===== config.mk =====
export PLATFORM = sky130hd
export DESIGN_NAME = elias_rice_varint_bit_encoder_unit_flat
export DESIGN_NICKNAME = d
export VERILOG_FILES = /design/src/sv/erv_pkg.sv /design/src/sv/erv_in_if.sv /design/src/sv/erv_out_if.sv /design/src/sv/erv_packer.sv /design/src/sv/elias_rice_varint_bit_encoder_unit.sv /design/src/flat_wrapper.sv
export SDC_FILE = /design/constraint.sdc
export NUM_CORES = 1
export LEC_CHECK = 0
export BUFFER_PORTS_ARGS = -buffer_cell sky130_fd_sc_hd__buf_4
export CORE_ASPECT_RATIO = 1.2
export CORE_MARGIN = 2
export CORE_UTILIZATION = 35
export DETAILED_ROUTE_END_ITERATION = 16
export PLACE_DENSITY_LB_ADDON = 0.05
export SLEW_MARGIN = 20
export SYNTH_ARGS = -nofsm -noshare
export SYNTH_HDL_FRONTEND = slang
export SYNTH_HIERARCHICAL = 1
export SYNTH_SLANG_ARGS = --single-unit

===== constraint.sdc =====
create_clock -name clk -period 8.2 [get_ports clk]
set_input_delay 0.82 -clock clk [delete_from_list [all_inputs] [get_ports clk]]
set_output_delay 0.82 -clock clk [all_outputs]
set_load 0.02 [all_outputs]

===== src/sv/erv_pkg.sv =====
// Shared constants, codes and handshake structs of the varint/Elias/Rice bit encoder.
`timescale 1ns / 1ps
`default_nettype none

package erv_pkg;

  // Default encoding width of a value
  localparam int VALUE_BITS_DEF = 32;

  // Fixed field widths of the request and result channels
  localparam int IN_VALUE_W = 32;
  localparam int FUNC_W     = 3;
  localparam int WIDTH_W    = 6;
  localparam int BYTE_W     = 8;
  localparam int RICE_K_W   = 5;

  // Varint framing: 7-bit groups, stop marker in bit 7
  localparam int VARINT_GROUP = 7;
  localparam int VARINT_STOP  = 128;

  // Configuration port
  localparam int CFG_AW = 3;
  localparam int CFG_DW = 32;
  localparam logic [CFG_AW-3:0] REG_RICE_K = '0;

  // Operation codes of a request
  typedef enum logic [FUNC_W-1:0] {
    FN_RAW_WORD = 3'd0,
    FN_RAW_BYTE = 3'd1,
    FN_GAMMA    = 3'd2,
    FN_DELTA    = 3'd3,
    FN_RICE     = 3'd4,
    FN_VARINT   = 3'd5,
    FN_FLUSH    = 3'd6
  } func_t;

  // Command from the sequencer to the bit packer
  typedef struct packed {
    logic              merge;   // append up to avail bits of bits
    logic              align;   // emit a partly filled byte
    logic [BYTE_W-1:0] bits;
    logic [3:0]        avail;   // 0..8 bits offered
  } pk_req_t;

  // Status from the bit packer back to the sequencer
  typedef struct packed {
    logic              fire;      // command completed this cycle
    logic [3:0]        take;      // bits consumed by a merge
    logic              emit;      // a byte leaves the packer
    logic [BYTE_W-1:0] emit_byte;
  } pk_rsp_t;

endpackage

`default_nettype wire


===== src/sv/erv_in_if.sv =====
// Request channel of the bit encoder: operation, value and raw width.
`timescale 1ns / 1ps
`default_nettype none

interface erv_in_if;
  import erv_pkg::*;

  logic                  valid;
  logic                  ready;
  logic [FUNC_W-1:0]     func;
  logic [IN_VALUE_W-1:0] value;
  logic [WIDTH_W-1:0]    width;

  modport source (output valid, output func, output value, output width, input ready);
  modport sink   (input valid, input func, input value, input width, output ready);
endinterface

`default_nettype wire


===== src/sv/erv_out_if.sv =====
// Result channel of the bit encoder: one packed byte with last and error flags.
`timescale 1ns / 1ps
`default_nettype none

interface erv_out_if;
  import erv_pkg::*;

  logic              valid;
  logic              ready;
  logic [BYTE_W-1:0] out_byte;
  logic              last;
  logic              error;

  modport source (output valid, output out_byte, output last, output error, input ready);
  modport sink   (input valid, input out_byte, input last, input error, output ready);
endinterface

`default_nettype wire


===== src/sv/erv_packer.sv =====
// Bit packer: merges up to eight bits a cycle into the partial byte, LSB first; stalls on push_ok.
`timescale 1ns / 1ps
`default_nettype none

module erv_packer (
  input  logic             clk,
  input  logic             rst_n,
  input  erv_pkg::pk_req_t req,
  input  logic             push_ok,
  output erv_pkg::pk_rsp_t rsp
);
  import erv_pkg::*;

  logic [BYTE_W-1:0]   part_r, part_nxt;
  logic [2:0]          fill_r, fill_nxt;
  logic [3:0]          room;
  logic [3:0]          take;
  logic [3:0]          sum;
  logic [BYTE_W-1:0]   mask8;
  logic [BYTE_W-1:0]   shifted;
  logic [BYTE_W-1:0]   merged;

  // Merge or align the partial byte
  always_comb begin
    room    = 4'(BYTE_W) - {1'b0, fill_r};
    take    = (req.avail < room) ? req.avail : room;
    mask8   = BYTE_W'((9'd1 << take) - 9'd1);
    shifted = (req.bits & mask8) << fill_r;
    merged  = part_r | shifted;
    sum     = {1'b0, fill_r} + take;

    part_nxt    = part_r;
    fill_nxt    = fill_r;
    rsp         = '0;
    rsp.take    = take;

    if (req.merge) begin
      if (sum == 4'(BYTE_W)) begin
        // byte completes: needs room downstream
        if (push_ok) begin
          rsp.fire      = 1'b1;
          rsp.emit      = 1'b1;
          rsp.emit_byte = merged;
          part_nxt      = '0;
          fill_nxt      = '0;
        end
      end else begin
        rsp.fire = 1'b1;
        part_nxt = merged;
        fill_nxt = sum[2:0];
      end
    end else if (req.align) begin
      if (fill_r == '0) begin
        rsp.fire = 1'b1;
      end else if (push_ok) begin
        rsp.fire      = 1'b1;
        rsp.emit      = 1'b1;
        rsp.emit_byte = part_r;
        part_nxt      = '0;
        fill_nxt      = '0;
      end
    end
  end

  // Hold the partial byte
  always_ff @(posedge clk) begin
    if (!rst_n) begin
      part_r <= '0;
      fill_r <= '0;
    end else begin
      part_r <= part_nxt;
      fill_r <= fill_nxt;
    end
  end

  // Unused high bits of the partial byte stay clear
  a_part_clean: assert property (@(posedge clk) disable iff (!rst_n)
    (fill_r == '0) |-> (part_r == '0))
    else $error("partial byte holds bits with an empty fill count");

  a_take_fits: assert property (@(posedge clk) disable iff (!rst_n)
    (req.merge && rsp.fire) |=> (fill_r == $past(sum[2:0])))
    else $error("fill count lost bits of a merge");

  a_emit_fire: assert property (@(posedge clk) disable iff (!rst_n)
    rsp.emit |-> (push_ok && rsp.fire))
    else $error("byte emitted without room downstream");

endmodule

`default_nettype wire


===== src/sv/elias_rice_varint_bit_encoder_unit.sv =====
// Top level of the Elias gamma/delta, Rice and varint bit-packing encoder.
//
// Usage: each request on in_if carries func, value and width. Code bits are
// appended LSB first to a byte stream; every completed byte leaves on out_if
// as one result, the final result of a request has last set. Raw byte,
// varint and flush first send out a partly filled byte. A zero value for
// gamma or delta, or a Rice quotient that wraps, gives one result with error
// set and changes nothing. rice_k is written over the APB port (address 0).
// Timing: one request at a time; in_if.ready is high only while idle. A
// request passes an align step for raw byte, varint and flush, a length
// search that steps over the coded value one byte (8 bits) at a time, up
// to four code segments, and packer merges of up to eight bits, split at
// byte boundaries; varint sends one byte per group. An error or ignored
// code goes straight from idle to the end of the request.
// The last byte of a request waits in a one-byte holding stage until the
// request ends, so results trail the packer by one byte.
// Reset clears the partial byte, rice_k and both output stages. When the
// receiver stalls, the packer stops at the next completed byte and resumes
// once out_if takes the waiting result; nothing is dropped.
`timescale 1ns / 1ps
`default_nettype none

module elias_rice_varint_bit_encoder_unit #(
  parameter int VALUE_BITS = erv_pkg::VALUE_BITS_DEF
) (
  input  logic                       clk,
  input  logic                       rst_n,
  erv_in_if.sink                     in_if,
  erv_out_if.source                  out_if,
  input  logic                       cfg_psel,
  input  logic                       cfg_penable,
  input  logic                       cfg_pwrite,
  input  logic [erv_pkg::CFG_AW-1:0] cfg_paddr,
  input  logic [erv_pkg::CFG_DW-1:0] cfg_pwdata,
  output logic [erv_pkg::CFG_DW-1:0] cfg_prdata,
  output logic                       cfg_pready
);
  import erv_pkg::*;

  localparam int DW      = VALUE_BITS;
  localparam int IW      = (VALUE_BITS < IN_VALUE_W) ? VALUE_BITS : IN_VALUE_W;
  localparam int K_MAX   = (1 << RICE_K_W) - 1;
  localparam int SEG_MAX = (VALUE_BITS > K_MAX) ? VALUE_BITS : K_MAX;
  localparam int CW      = $clog2(SEG_MAX + 1);
  localparam int LLW     = $clog2(CW + 1);

  typedef enum logic [2:0] {
    S_IDLE, S_LEN, S_PACK, S_ALIGN, S_VARINT, S_DONE
  } state_t;

  typedef enum logic [2:0] {
    NS_GAMMA_B, NS_DELTA_B, NS_DELTA_C, NS_RICE_T, NS_END
  } nseg_t;

  // Bit length of a byte
  function automatic logic [3:0] bitlen8(input logic [BYTE_W-1:0] x);
    logic [3:0] n;
    n = '0;
    for (int i = 0; i < BYTE_W; i++) begin
      if (x[i]) n = 4'(i + 1);
    end
    return n;
  endfunction

  // Bit length of a code length
  function automatic logic [LLW-1:0] bitlen_len(input logic [CW-1:0] x);
    logic [LLW-1:0] n;
    n = '0;
    for (int i = 0; i < CW; i++) begin
      if (x[i]) n = LLW'(i + 1);
    end
    return n;
  endfunction

  localparam logic [DW-1:0] DW_ONE = DW'(1);

  state_t            state_r, state_nxt;
  func_t             op_r, op_nxt;
  nseg_t             nseg_r, nseg_nxt;
  logic [DW-1:0]     v_r, v_nxt;
  logic [DW-1:0]     x_r, x_nxt;
  logic [DW-1:0]     lx_r, lx_nxt;
  logic [CW-1:0]     len_r, len_nxt;
  logic [DW-1:0]     seg_data_r, seg_data_nxt;
  logic [CW-1:0]     seg_cnt_r, seg_cnt_nxt;
  logic [RICE_K_W-1:0] rice_k_r, rice_k_nxt;

  logic              pend_valid_r, pend_valid_nxt;
  logic [BYTE_W-1:0] pend_byte_r, pend_byte_nxt;
  logic              pend_err_r, pend_err_nxt;
  logic              out_valid_r, out_valid_nxt;
  logic [BYTE_W-1:0] out_byte_r, out_byte_nxt;
  logic              out_last_r, out_last_nxt;
  logic              out_err_r, out_err_nxt;

  logic              out_free;
  logic              can_push;
  logic              prod_valid;
  logic [BYTE_W-1:0] prod_byte;
  logic              prod_err;
  logic [DW-1:0]     v_in;
  logic [DW-1:0]     q1_in;
  logic [CW-1:0]     w_sat;
  logic [CW-1:0]     l_fin;
  logic [LLW-1:0]    ll_fin;
  logic              cfg_wr;

  pk_req_t           pk_req;
  pk_rsp_t           pk_rsp;

  erv_packer u_packer (
    .clk     (clk),
    .rst_n   (rst_n),
    .req     (pk_req),
    .push_ok (can_push),
    .rsp     (pk_rsp)
  );

  // Request decode: masked value, Rice quotient plus one, clipped raw width
  always_comb begin
    v_in  = DW'(in_if.value[IW-1:0]);
    q1_in = (v_in >> rice_k_r) + DW_ONE;
    w_sat = (int'(in_if.width) > VALUE_BITS) ? CW'(VALUE_BITS) : CW'(in_if.width);
    l_fin  = len_r + CW'(bitlen8(lx_r[BYTE_W-1:0]));
    ll_fin = bitlen_len(l_fin);
  end

  assign out_free  = !out_valid_r || out_if.ready;
  assign can_push  = !pend_valid_r || out_free;
  assign in_if.ready = (state_r == S_IDLE);

  // Sequencer and output stages
  always_comb begin
    state_nxt    = state_r;
    op_nxt       = op_r;
    nseg_nxt     = nseg_r;
    v_nxt        = v_r;
    x_nxt        = x_r;
    lx_nxt       = lx_r;
    len_nxt      = len_r;
    seg_data_nxt = seg_data_r;
    seg_cnt_nxt  = seg_cnt_r;

    pk_req       = '0;
    pk_req.bits  = seg_data_r[BYTE_W-1:0];
    pk_req.avail = (seg_cnt_r >= CW'(BYTE_W)) ? 4'(BYTE_W) : 4'(seg_cnt_r);

    prod_valid = 1'b0;
    prod_byte  = '0;
    prod_err   = 1'b0;

    unique case (state_r)
      S_IDLE: begin
        if (in_if.valid) begin
          op_nxt  = func_t'(in_if.func);
          v_nxt   = v_in;
          x_nxt   = v_in;
          lx_nxt  = v_in;
          len_nxt = '0;
          unique case (func_t'(in_if.func))
            FN_RAW_WORD: begin
              seg_data_nxt = v_in;
              seg_cnt_nxt  = w_sat;
              nseg_nxt     = NS_END;
              state_nxt    = S_PACK;
            end
            FN_RAW_BYTE, FN_VARINT, FN_FLUSH: begin
              state_nxt = S_ALIGN;
            end
            FN_GAMMA, FN_DELTA: begin
              if (v_in == '0) begin
                prod_valid = 1'b1;
                prod_err   = 1'b1;
                state_nxt  = S_DONE;
              end else begin
                state_nxt = S_LEN;
              end
            end
            FN_RICE: begin
              if (q1_in == '0) begin
                prod_valid = 1'b1;
                prod_err   = 1'b1;
                state_nxt  = S_DONE;
              end else begin
                x_nxt     = q1_in;
                lx_nxt    = q1_in;
                state_nxt = S_LEN;
              end
            end
            default: begin
              state_nxt = S_DONE;
            end
          endcase
        end
      end

      // Search the bit length a byte at a time, then load the unary part
      S_LEN: begin
        if ((lx_r >> BYTE_W) != '0) begin
          lx_nxt  = lx_r >> BYTE_W;
          len_nxt = len_r + CW'(BYTE_W);
        end else begin
          len_nxt   = l_fin;
          state_nxt = S_PACK;
          if (op_r == FN_GAMMA) begin
            seg_data_nxt = DW_ONE << (l_fin - CW'(1));
            seg_cnt_nxt  = l_fin;
            nseg_nxt     = NS_GAMMA_B;
          end else begin
            seg_data_nxt = DW_ONE << (ll_fin - LLW'(1));
            seg_cnt_nxt  = CW'(ll_fin);
            nseg_nxt     = NS_DELTA_B;
          end
        end
      end

      // Feed the current segment to the packer, load the next one when empty
      S_PACK: begin
        if (seg_cnt_r == '0) begin
          unique case (nseg_r)
            NS_GAMMA_B: begin
              seg_data_nxt = x_r;
              seg_cnt_nxt  = len_r - CW'(1);
              nseg_nxt     = NS_END;
            end
            NS_DELTA_B: begin
              seg_data_nxt = DW'(len_r);
              seg_cnt_nxt  = CW'(bitlen_len(len_r)) - CW'(1);
              nseg_nxt     = NS_DELTA_C;
            end
            NS_DELTA_C: begin
              seg_data_nxt = x_r;
              seg_cnt_nxt  = len_r - CW'(1);
              nseg_nxt     = (op_r == FN_RICE) ? NS_RICE_T : NS_END;
            end
            NS_RICE_T: begin
              seg_data_nxt = v_r;
              seg_cnt_nxt  = CW'(rice_k_r);
              nseg_nxt     = NS_END;
            end
            default: begin
              state_nxt = S_DONE;
            end
          endcase
        end else begin
          pk_req.merge = 1'b1;
          if (pk_rsp.fire) begin
            seg_data_nxt = seg_data_r >> pk_rsp.take;
            seg_cnt_nxt  = seg_cnt_r - CW'(pk_rsp.take);
          end
        end
      end

      // Drop to a byte boundary, then pick the byte-aligned work
      S_ALIGN: begin
        pk_req.align = 1'b1;
        if (pk_rsp.fire) begin
          unique case (op_r)
            FN_RAW_BYTE: begin
              seg_data_nxt = v_r;
              seg_cnt_nxt  = CW'(BYTE_W);
              nseg_nxt     = NS_END;
              state_nxt    = S_PACK;
            end
            FN_VARINT: state_nxt = S_VARINT;
            default:   state_nxt = S_DONE;
          endcase
        end
      end

      // One varint group per cycle while the output stages have room, low group first
      S_VARINT: begin
        if (can_push) begin
          prod_valid = 1'b1;
          if (v_r >= DW'(VARINT_STOP)) begin
            prod_byte = {1'b0, v_r[VARINT_GROUP-1:0]};
            v_nxt     = v_r >> VARINT_GROUP;
          end else begin
            prod_byte = {1'b1, v_r[VARINT_GROUP-1:0]};
            state_nxt = S_DONE;
          end
        end
      end

      S_DONE: begin
        if (!pend_valid_r || out_free) state_nxt = S_IDLE;
      end

      default: state_nxt = S_IDLE;
    endcase

    if (pk_rsp.emit) begin
      prod_valid = 1'b1;
      prod_byte  = pk_rsp.emit_byte;
    end

    // Output register: drop when taken
    out_valid_nxt = out_valid_r && !out_if.ready;
    out_byte_nxt  = out_byte_r;
    out_last_nxt  = out_last_r;
    out_err_nxt   = out_err_r;

    pend_valid_nxt = pend_valid_r;
    pend_byte_nxt  = pend_byte_r;
    pend_err_nxt   = pend_err_r;

    // Advance the holding stage: a new byte pushes the held one out as not last
    if (prod_valid) begin
      if (pend_valid_r) begin
        out_valid_nxt = 1'b1;
        out_byte_nxt  = pend_byte_r;
        out_last_nxt  = 1'b0;
        out_err_nxt   = pend_err_r;
      end
      pend_valid_nxt = 1'b1;
      pend_byte_nxt  = prod_byte;
      pend_err_nxt   = prod_err;
    end else if (state_r == S_DONE && pend_valid_r && out_free) begin
      out_valid_nxt  = 1'b1;
      out_byte_nxt   = pend_byte_r;
      out_last_nxt   = 1'b1;
      out_err_nxt    = pend_err_r;
      pend_valid_nxt = 1'b0;
    end
  end

  // Configuration write and read back
  assign cfg_pready = 1'b1;
  assign cfg_wr     = cfg_psel && cfg_penable && cfg_pwrite && cfg_pready &&
                      (cfg_paddr[CFG_AW-1:2] == REG_RICE_K);
  assign rice_k_nxt = cfg_wr ? cfg_pwdata[RICE_K_W-1:0] : rice_k_r;
  assign cfg_prdata = (cfg_paddr[CFG_AW-1:2] == REG_RICE_K) ? CFG_DW'(rice_k_r) : '0;

  assign out_if.valid    = out_valid_r;
  assign out_if.out_byte = out_byte_r;
  assign out_if.last     = out_last_r;
  assign out_if.error    = out_err_r;

  // Hold state, working registers and output stages
  always_ff @(posedge clk) begin
    if (!rst_n) begin
      state_r      <= S_IDLE;
      rice_k_r     <= '0;
      pend_valid_r <= 1'b0;
      out_valid_r  <= 1'b0;
    end else begin
      state_r      <= state_nxt;
      rice_k_r     <= rice_k_nxt;
      pend_valid_r <= pend_valid_nxt;
      out_valid_r  <= out_valid_nxt;
    end
    op_r        <= op_nxt;
    nseg_r      <= nseg_nxt;
    v_r         <= v_nxt;
    x_r         <= x_nxt;
    lx_r        <= lx_nxt;
    len_r       <= len_nxt;
    seg_data_r  <= seg_data_nxt;
    seg_cnt_r   <= seg_cnt_nxt;
    pend_byte_r <= pend_byte_nxt;
    pend_err_r  <= pend_err_nxt;
    out_byte_r  <= out_byte_nxt;
    out_last_r  <= out_last_nxt;
    out_err_r   <= out_err_nxt;
  end

  a_idle_drained: assert property (@(posedge clk) disable iff (!rst_n)
    in_if.ready |-> !pend_valid_r)
    else $error("holding stage not empty while idle");

  a_push_room: assert property (@(posedge clk) disable iff (!rst_n)
    prod_valid |-> can_push)
    else $error("byte produced with both output stages full");

  a_err_last: assert property (@(posedge clk) disable iff (!rst_n)
    (out_valid_r && out_err_r) |-> out_last_r)
    else $error("error result not marked last");

  a_seg_shrinks: assert property (@(posedge clk) disable iff (!rst_n)
    (state_r == S_PACK && pk_req.merge && pk_rsp.fire) |=>
      (seg_cnt_r < $past(seg_cnt_r)))
    else $error("packer merge consumed no bits");

endmodule

`default_nettype wire


===== src/flat_wrapper.sv =====
// flat-port wrapper written by rule: the top's interface ports become plain ports
module elias_rice_varint_bit_encoder_unit_flat import erv_pkg::*;
#(
  parameter int VALUE_BITS = erv_pkg::VALUE_BITS_DEF
)
  (clk, rst_n, cfg_psel, cfg_penable, cfg_pwrite, cfg_paddr, cfg_pwdata, cfg_prdata, cfg_pready, in_if_valid, in_if_func, in_if_value, in_if_width, in_if_ready, out_if_valid, out_if_out_byte, out_if_last, out_if_error, out_if_ready);
  erv_in_if in_if_i ();
  erv_out_if out_if_i ();
  input  logic clk;
  input  logic rst_n;
  input  logic cfg_psel;
  input  logic cfg_penable;
  input  logic cfg_pwrite;
  input  logic [erv_pkg::CFG_AW-1:0] cfg_paddr;
  input  logic [erv_pkg::CFG_DW-1:0] cfg_pwdata;
  output logic [erv_pkg::CFG_DW-1:0] cfg_prdata;
  output logic cfg_pready;
  input wire logic [$bits(in_if_i.valid)-1:0] in_if_valid;
  input wire logic [$bits(in_if_i.func)-1:0] in_if_func;
  input wire logic [$bits(in_if_i.value)-1:0] in_if_value;
  input wire logic [$bits(in_if_i.width)-1:0] in_if_width;
  output wire logic [$bits(in_if_i.ready)-1:0] in_if_ready;
  output wire logic [$bits(out_if_i.valid)-1:0] out_if_valid;
  output wire logic [$bits(out_if_i.out_byte)-1:0] out_if_out_byte;
  output wire logic [$bits(out_if_i.last)-1:0] out_if_last;
  output wire logic [$bits(out_if_i.error)-1:0] out_if_error;
  input wire logic [$bits(out_if_i.ready)-1:0] out_if_ready;
  assign in_if_i.valid = in_if_valid;
  assign in_if_i.func = in_if_func;
  assign in_if_i.value = in_if_value;
  assign in_if_i.width = in_if_width;
  assign in_if_ready = in_if_i.ready;
  assign out_if_valid = out_if_i.valid;
  assign out_if_out_byte = out_if_i.out_byte;
  assign out_if_last = out_if_i.last;
  assign out_if_error = out_if_i.error;
  assign out_if_i.ready = out_if_ready;
  elias_rice_varint_bit_encoder_unit #(.VALUE_BITS(VALUE_BITS)) u_core (.clk(clk), .rst_n(rst_n), .in_if(in_if_i), .out_if(out_if_i), .cfg_psel(cfg_psel), .cfg_penable(cfg_penable), .cfg_pwrite(cfg_pwrite), .cfg_paddr(cfg_paddr), .cfg_pwdata(cfg_pwdata), .cfg_prdata(cfg_prdata), .cfg_pready(cfg_pready));
endmodule

==> flow_summary.toml, run 1 <==
[clock_tree]
htreeDepth = 4
cts_root_buf = "clkbuf_16"
cts_resized = 0
cts_setup_buffers = 0
hold_buffers = 0
path_clk_slew_ns = 0.08
cts_tree = "done"
cts_buffers = 17
clk_latency_ns = 0.47
clock_sinks = 186
cts_max_path_buffers = 2

[drt]
vias = 15304
wl_um = 70300
wl_per_cell_um = 28.6
drt_first_iter_violations = 1412
dr.pass1.iters = 6
viasPerCell = 6.22
ant_nets = 0
post-route-drc-count = 0

[global_route]
grt_overflow_total = 0
grt_max_degree = 55
first_global_vias = 14982
antenna_found_initial = 0
grt_pass1_wl_um = 102000
grt_usage_pct = 28.4

[timing]
skew_ns = 0.0162
finalHoldViolations = 0
min_period_over_period_pct = 82.4
min_period_ns = 6.76
tns_ns = 0
slew_headroom_pct = 19.9
tightest_slew_ns = 1.17
finalMaxSlewViolations = 0
fmax_mhz = 148
setup_viol = 0
rsz0062_at_grt = "no"

[critical_path]
crit_start = "u_core/rice_k_r[1]$_SDFFE_PN0P_"
worst-r2r-setup-slack_ns = 1.44
reg2reg_from = "u_core/rice_k_r[1]$_SDFFE_PN0P_"
crit_required_ns = 8.32
crit_buf_inv = 1
r2r-end = "u_core/pend_byte_r[3]$_DFFE_PP_"
worst-path-stages = 13
r2r_cells = 13
critPathLaunchType = "register"
path_class = "register to register"
slowest_delay_ns = 0.85
slowest_stage = "dfxtp_4"
critPathTopFamily = "simple AND/OR/NAND/NOR gates"
crit_arrival_ns = 6.88
crit_end = "u_core/pend_byte_r[3]$_DFFE_PP_"
cp-end-kind = "register"
path_cells = "buf_4 > mux2i_1 > mux4_2 > o22ai_1 > nor3_1 > nor3_1 > and4_1 > a211oi_1 > or3b_2 > nand4b_1 > nor3_1 > o21ai_0 > nand3_1"
cpMostUsedCell = "nor3_1"
cp_max_fo = 54

[synth]
synth_edf_count = 165
synth_compound_area_share_pct = 22.0
ys_seq_elements = 186
yosysMostFrequentCell = "nor2_1"
synthAdderAreaFrac_pct = 2.55
netlist_top_cells_count = "nor2_1 (211), edfxtp_1 (165), nand2_1 (162)"
muxShareOfSynthArea_pct = 13.5
synth_top_family_by_area = "compound AO/OA/AOI/OAI gates"
yosysUniqueCellTypes = 109
yosysTopAreaCell = "edfxtp_1"
synthArstFlopShare_pct = 0
synthXorXnorAreaFrac_pct = 2.23
syn-cell-area_um2 = 16500
avgSynthCellArea_um2 = 8.94
syn_inst = 1843
yosys.area.top_type_share_pct = 30.1
yosys.area_share.simple_pct = 20.6
yosysSeqAreaShare_pct = 32.6
synth_warnings = 6
ys.flop_type = "edfxtp_1"
synth_area_leaders = "edfxtp_1 (30%), mux4_2 (5.7%), nor2_1 (4.8%)"

[floorplan]
coreArea_um2 = 46700
num_rows = 87
die_y_um = 242
die_area_um2 = 48800
start_util_pct = 35.3
io_pins = 128
die_x_um = 202

[cells_and_area]
area_growth_pct = 8.61
nFillCells = 4798
drive_gt1_share_pct = 16.5
finalNetCount = 1937
final_util_pct = 38.3
antennaDiodeCount = 0

[pwr]
power_density_nw_per_um2 = 337
peakVddDrop_uv = 170
p_leak_nw = 6.19

[place]
io_buffer_count = 70
dp_hpwl_um = 54600
gp_congestion = 0.926

[run]
maxCapViolCount = 0

[status]
status = "completed"

[min_path]
hold_class = "register to register"
[cell type report]
type / count / area (um^2) / area share, %
well taps: 623 / 779 / 4.36
multi-input cells: 1464 / 10200 / 56.8
flip-flops and latches: 186 / 5380 / 30.1
repair buffers: 108 / 811 / 4.53
clock buffers: 19 / 443 / 2.48
inverters: 47 / 176 / 0.986
clock inverters: 13 / 133 / 0.741
[flip-flops by register name, indices dropped and copies added (netlist names)]
name and count:
u_core/x_r 32, u_core/pend_byte_r 8, u_core/seg_data_r 32, u_core/pend_err_r 1, u_core/v_r 32, u_core/out_if.valid 1
u_core/u_packer/fill_r 3, u_core/lx_r 32, u_core/out_if.error 1, u_core/u_packer/part_r 8, u_core/nseg_r 3, u_core/seg_cnt_r 6
u_core/len_r 6, u_core/out_if.last 1, u_core/pend_valid_r 1, u_core/op_r 3, u_core/state_r 3, u_core/out_if.out_byte 8
u_core/rice_k_r 5
[report_power, final]
group | total [mW] | leakage [nW] | internal, mW | switching [mW]
clock | 0.844 | 0.280 | 0.412 | 0.431
combinational | 3.22 | 4.18 | 1.06 | 2.17
sequential | 1.96 | 1.74 | 1.59 | 0.372
[worst reg2reg max path, stage by stage, from the launching register on]
cell and delay, ns:
dfxtp_4 0.85, buf_4 0.42, mux2i_1 0.19, mux4_2 0.54, o22ai_1 0.52, nor3_1 0.29, nor3_1 0.57, and4_1 0.52
a211oi_1 0.17, or3b_2 0.52, nand4b_1 0.27, nor3_1 0.77, o21ai_0 0.34, nand3_1 0.44
[cells in the final DEF (no fill, tap or decap), types with 11 or more instances in the layout]
cell,n
a21oi_1,109
mux2_2,49
nor2_1,209
o211ai_1,11
xor2_1,12
o221ai_1,15
and2_1,20
nand3_1,51
a221oi_1,30
nand2b_1,16
clkbuf_16,17
mux2i_1,73
or4_1,16
o21ai_0,72
buf_4,108
nor3_1,51
a22oi_1,17
edfxtp_1,165
a211oi_1,23
nand4_1,18
a21o_1,12
xnor2_1,30
conb_1,28
o31ai_1,16
or2_2,14
a22o_1,23
dfxtp_1,19
a31oi_1,40
nor4_1,28
nand2_1,161
nor2b_1,28
ha_1,27
and3_1,16
inv_1,39
mux4_2,42
[per-layer routing]
| layer | routed length, um | track usage (%) |
|---|---|---|
| met5 | 0 | 0 |
| met4 | 5000 | 19.0 |
| met3 | 3070 | 3.05 |
| met2 | 34400 | 48.2 |
| met1 | 27900 | 33.9 |
[how the worst min path moves through the flow]
stage	start	endpoint	slack (ns)	cells past startpoint
floorplan	u_core/pend_err_r$_SDFFCE_PN0P_	u_core/out_if.error$_DFFE_PP_	0.40	0
global placement	u_core/pend_err_r$_SDFFCE_PN0P_	u_core/out_if.error$_DFFE_PP_	0.40	0
detailed placement	u_core/pend_byte_r[1]$_DFFE_PP_	u_core/out_if.out_byte[1]$_DFFE_PP_	0.40	0
CTS	u_core/pend_byte_r[1]$_DFFE_PP_	u_core/out_if.out_byte[1]$_DFFE_PP_	0.42	0
global route	u_core/pend_byte_r[0]$_DFFE_PP_	u_core/out_if.out_byte[0]$_DFFE_PP_	0.43	0
finish	u_core/pend_byte_r[3]$_DFFE_PP_	u_core/out_if.out_byte[3]$_DFFE_PP_	0.42	0
[kinds of logic after synthesis]
family | count (synthesis)
simple gates | 691
compound gates | 507
buf+inv | 219
flops | 186
mux | 164
xor+xnor | 42
fa+ha+maj | 32
other cells | 2
[through the flow]
stage	hold slack (ns)	power (mW)	worst slack [ns]	instances	area, um^2
final	0.419	6.03	1.44	2460	17900
after detailed placement	0.405	5.15	1.54	2428	17300
after floorplan	0.400	3.96	1.41	1869	16600
after global routing	0.431	6.36	1.24	2460	17900
after CTS	0.423	6.00	1.54	2460	17900
after global placement	0.400	5.15	1.55	2428	17300
Note: power is estimated with default switching activity, not from simulation.
==> inputs of run 2 (changes only) <==
--- a/config.mk
+++ b/config.mk
@@ -5,6 +5,7 @@
 export SDC_FILE = /design/constraint.sdc
 export NUM_CORES = 1
 export LEC_CHECK = 0
+export ABC_AREA = 1
 export BUFFER_PORTS_ARGS = -buffer_cell sky130_fd_sc_hd__buf_4
 export CORE_ASPECT_RATIO = 1.2
 export CORE_MARGIN = 2
==> constraint.sdc (replaced) <==
create_clock -name clk -period 6.75 [get_ports clk]
set_input_delay 0.675 -clock clk [delete_from_list [all_inputs] [get_ports clk]]
set_output_delay 0.675 -clock clk [all_outputs]
set_load 0.02 [all_outputs]
==> flow_summary.toml, run 2 <==
[status]
status = "completed"

[clock_tree]
hold_buffers = 0
cts_root_buf = "clkbuf_16"
cts_buffers = 17
cts_setup_buffers = 0
path_clk_slew_ns = 0.08
cts_resized = 0
cts_max_path_buffers = 2
clk_latency_ns = 0.47
htreeDepth = 4
cts_tree = "done"
clock_sinks = 186

[synth]
yosys.area.top_type_share_pct = 31.4
synth_top_family_by_area = "simple AND/OR/NAND/NOR gates"
ys_seq_elements = 186
yosysSeqAreaShare_pct = 34.1
syn_inst = 2278
avgSynthCellArea_um2 = 6.92
yosysUniqueCellTypes = 71
yosys.area_share.simple_pct = 34.0
syn-cell-area_um2 = 15800
netlist_top_cells_count = "nand2_1 (654), nand3_1 (289), inv_1 (253)"
synth_area_leaders = "edfxtp_1 (31%), nand2_1 (16%), nand3_1 (9.2%)"
ys.flop_type = "edfxtp_1"
synthArstFlopShare_pct = 0
synth_compound_area_share_pct = 16.0
synthAdderAreaFrac_pct = 2.52
synth_edf_count = 165
yosysMostFrequentCell = "nand2_1"
yosysTopAreaCell = "edfxtp_1"
synthXorXnorAreaFrac_pct = 1.21
muxShareOfSynthArea_pct = 1.02
synth_warnings = 6

[timing]
whs_ns = 0.424
rsz0062_at_grt = "no"
min_period_ns = 5.40
skew_ns = 0.0209
finalMaxSlewViolations = 0
tightest_slew_ns = 1.08
fmax_mhz = 185
slew_headroom_pct = 27.5
min_period_over_period_pct = 80.0
fin_ws_ns = 1.35
tns_ns = 0
setup_viol = 0
finalHoldViolations = 0

[cells_and_area]
layout_common_cells = "nand2_1 (654), nand3_1 (289), inv_1 (253)"
fin_cells = 2873
final_util_pct = 38.7
drive_gt1_share_pct = 10.5
layout_commonest_cell = "nand2_1"
antennaDiodeCount = 0
stdcell_area_um2 = 17300
area_growth_pct = 9.72
finalNetCount = 2408

[critical_path]
cpMostUsedCell = "nand2_1"
path_class = "register to register"
cp_max_fo = 12
path_cells = "clkinv_1 > ha_1 > ha_1 > inv_1 > nand2_2 > nand2_2 > nor2_4 > nand2_4 > nand2_4 > nand2_1 > nand2_2 > ha_1 > fa_1 > xor2_1 > nor4_1 > nand2_1 > nor3_2 > or2_2 > a21oi_1 > nand2_1 > nand2_1 > nand2_1"
r2r_cells = 22
slowest_stage = "dfxtp_1"
crit_buf_inv = 2
crit_start = "u_core/u_packer/fill_r[0]$_SDFFE_PN0P_"
crit_required_ns = 6.87
worst-r2r-setup-slack_ns = 1.35
critPathLaunchType = "register"
slowest_delay_ns = 0.58
crit_arrival_ns = 5.52
cp-end-kind = "register"
r2r-end = "u_core/out_if.out_byte[5]$_DFFE_PP_"
critPathTopFamily = "simple AND/OR/NAND/NOR gates"
reg2reg_from = "u_core/u_packer/fill_r[0]$_SDFFE_PN0P_"

[pwr]
p_leak_nw = 7.53
peakVddDrop_uv = 205
power_mw = 7.38
power_density_nw_per_um2 = 427

[drt]
ant_nets = 0
post-route-drc-count = 0
dr.pass1.iters = 5
drt_first_iter_violations = 1581
viasPerCell = 5.56
vias = 15968
wl_per_cell_um = 22.6
wl_um = 64800

[global_route]
first_global_vias = 15025
grt_max_degree = 63
antenna_found_initial = 0
grt_pass1_wl_um = 95300
grt_usage_pct = 27.8
grt_overflow_total = 0

[place]
io_buffer_count = 70
dp_hpwl_um = 51200
place_area_um2 = 16700
post-place-cells = 2841
gp_congestion = 1.01
pre_cts_slack_ns = 1.29

[floorplan]
start_util_pct = 35.3
io_pins = 128
die_x_um = 198
die_area_um2 = 46800
coreArea_um2 = 44700
die_y_um = 236
num_rows = 85

[min_path]
hp-start = "in_if_func[2]"
worstHoldPathCells = 1
hold_class = "input pin to register"
hold_end = "u_core/op_r[2]$_DFFE_PP_"

[run]
maxCapViolCount = 0
-- run 2: cell count changes in the layout (fill, tap and decap cells not counted), moves of 42 or more --
cell / delta
inv_1: +214
mux2i_1: -57
nand2_1: +493
nor2_1: -51
o21ai_0: +86
a21oi_1: -49
mux2_2: -49
nand3_1: +238
mux4_2: -42
-- run 2: worst max-delay path by stage --
stage / end / depth (start not counted) / slack, ns
after floorplan: u_core/seg_cnt_r[0]$_DFFE_PP_ / 23 / 0.03
after global placement: u_core/out_if.out_byte[3]$_DFFE_PP_ / 22 / 1.37
after detailed placement: u_core/out_if.out_byte[5]$_DFFE_PP_ / 22 / 1.29
after CTS: u_core/out_if.out_byte[5]$_DFFE_PP_ / 22 / 1.29
after global routing: u_core/out_if.out_byte[5]$_DFFE_PP_ / 22 / 0.76
final: u_core/out_if.out_byte[5]$_DFFE_PP_ / 22 / 1.35
-- run 2: final cells by class --
class,count,area [um^2]
Timing Repair Buffer,103,793
Clock inverter,14,171
Multi-Input combinational cell,1718,8800
Sequential cell,186,5380
Fill cell,4799,27400
Inverter,269,1020
Tap cell,565,707
Clock buffer,18,429
-- run 2: cells by family after synthesis --
group           after synthesis
xor+xnor                     21
flops                       186
mux                          16
other cells                   2
buf+inv                     400
fa+ha+maj                    30
simple gates               1225
compound gates              398
-- run 2: metal layers --
layer | wire (um) | share of wire (%) | GRT usage (%) | vias up
li1 | - | - | - | 7697
met2 | 31900 | 49 | 48.4 | 545
met1 | 25800 | 40 | 33.2 | 7585
met3 | 2970 | 4.6 | 2.66 | 141
met5 | 0 | 0 | 0 | -
met4 | 4150 | 6.4 | 16.5 | 0
-- run 2: worst reg2reg max path, stage by stage (launching register included) --
cell      delay (ns)
dfxtp_1         0.58
clkinv_1        0.38
ha_1            0.31
ha_1            0.32
inv_1           0.13
nand2_2         0.08
nand2_2         0.09
nor2_4          0.04
nand2_4         0.09
nand2_4         0.08
nand2_1         0.07
nand2_2         0.06
ha_1            0.21
fa_1            0.41
xor2_1          0.18
nor4_1          0.21
nand2_1         0.14
nor3_2          0.43
or2_2           0.32
a21oi_1         0.06
nand2_1         0.38
nand2_1         0.13
nand2_1         0.35
-- run 2: power by group --
part / switching (mW) / internal [mW] / leakage, nW
Clock: 0.519 / 0.500 / 0.288
Sequential: 0.303 / 1.95 / 1.75
Combinational: 2.95 / 1.15 / 5.50
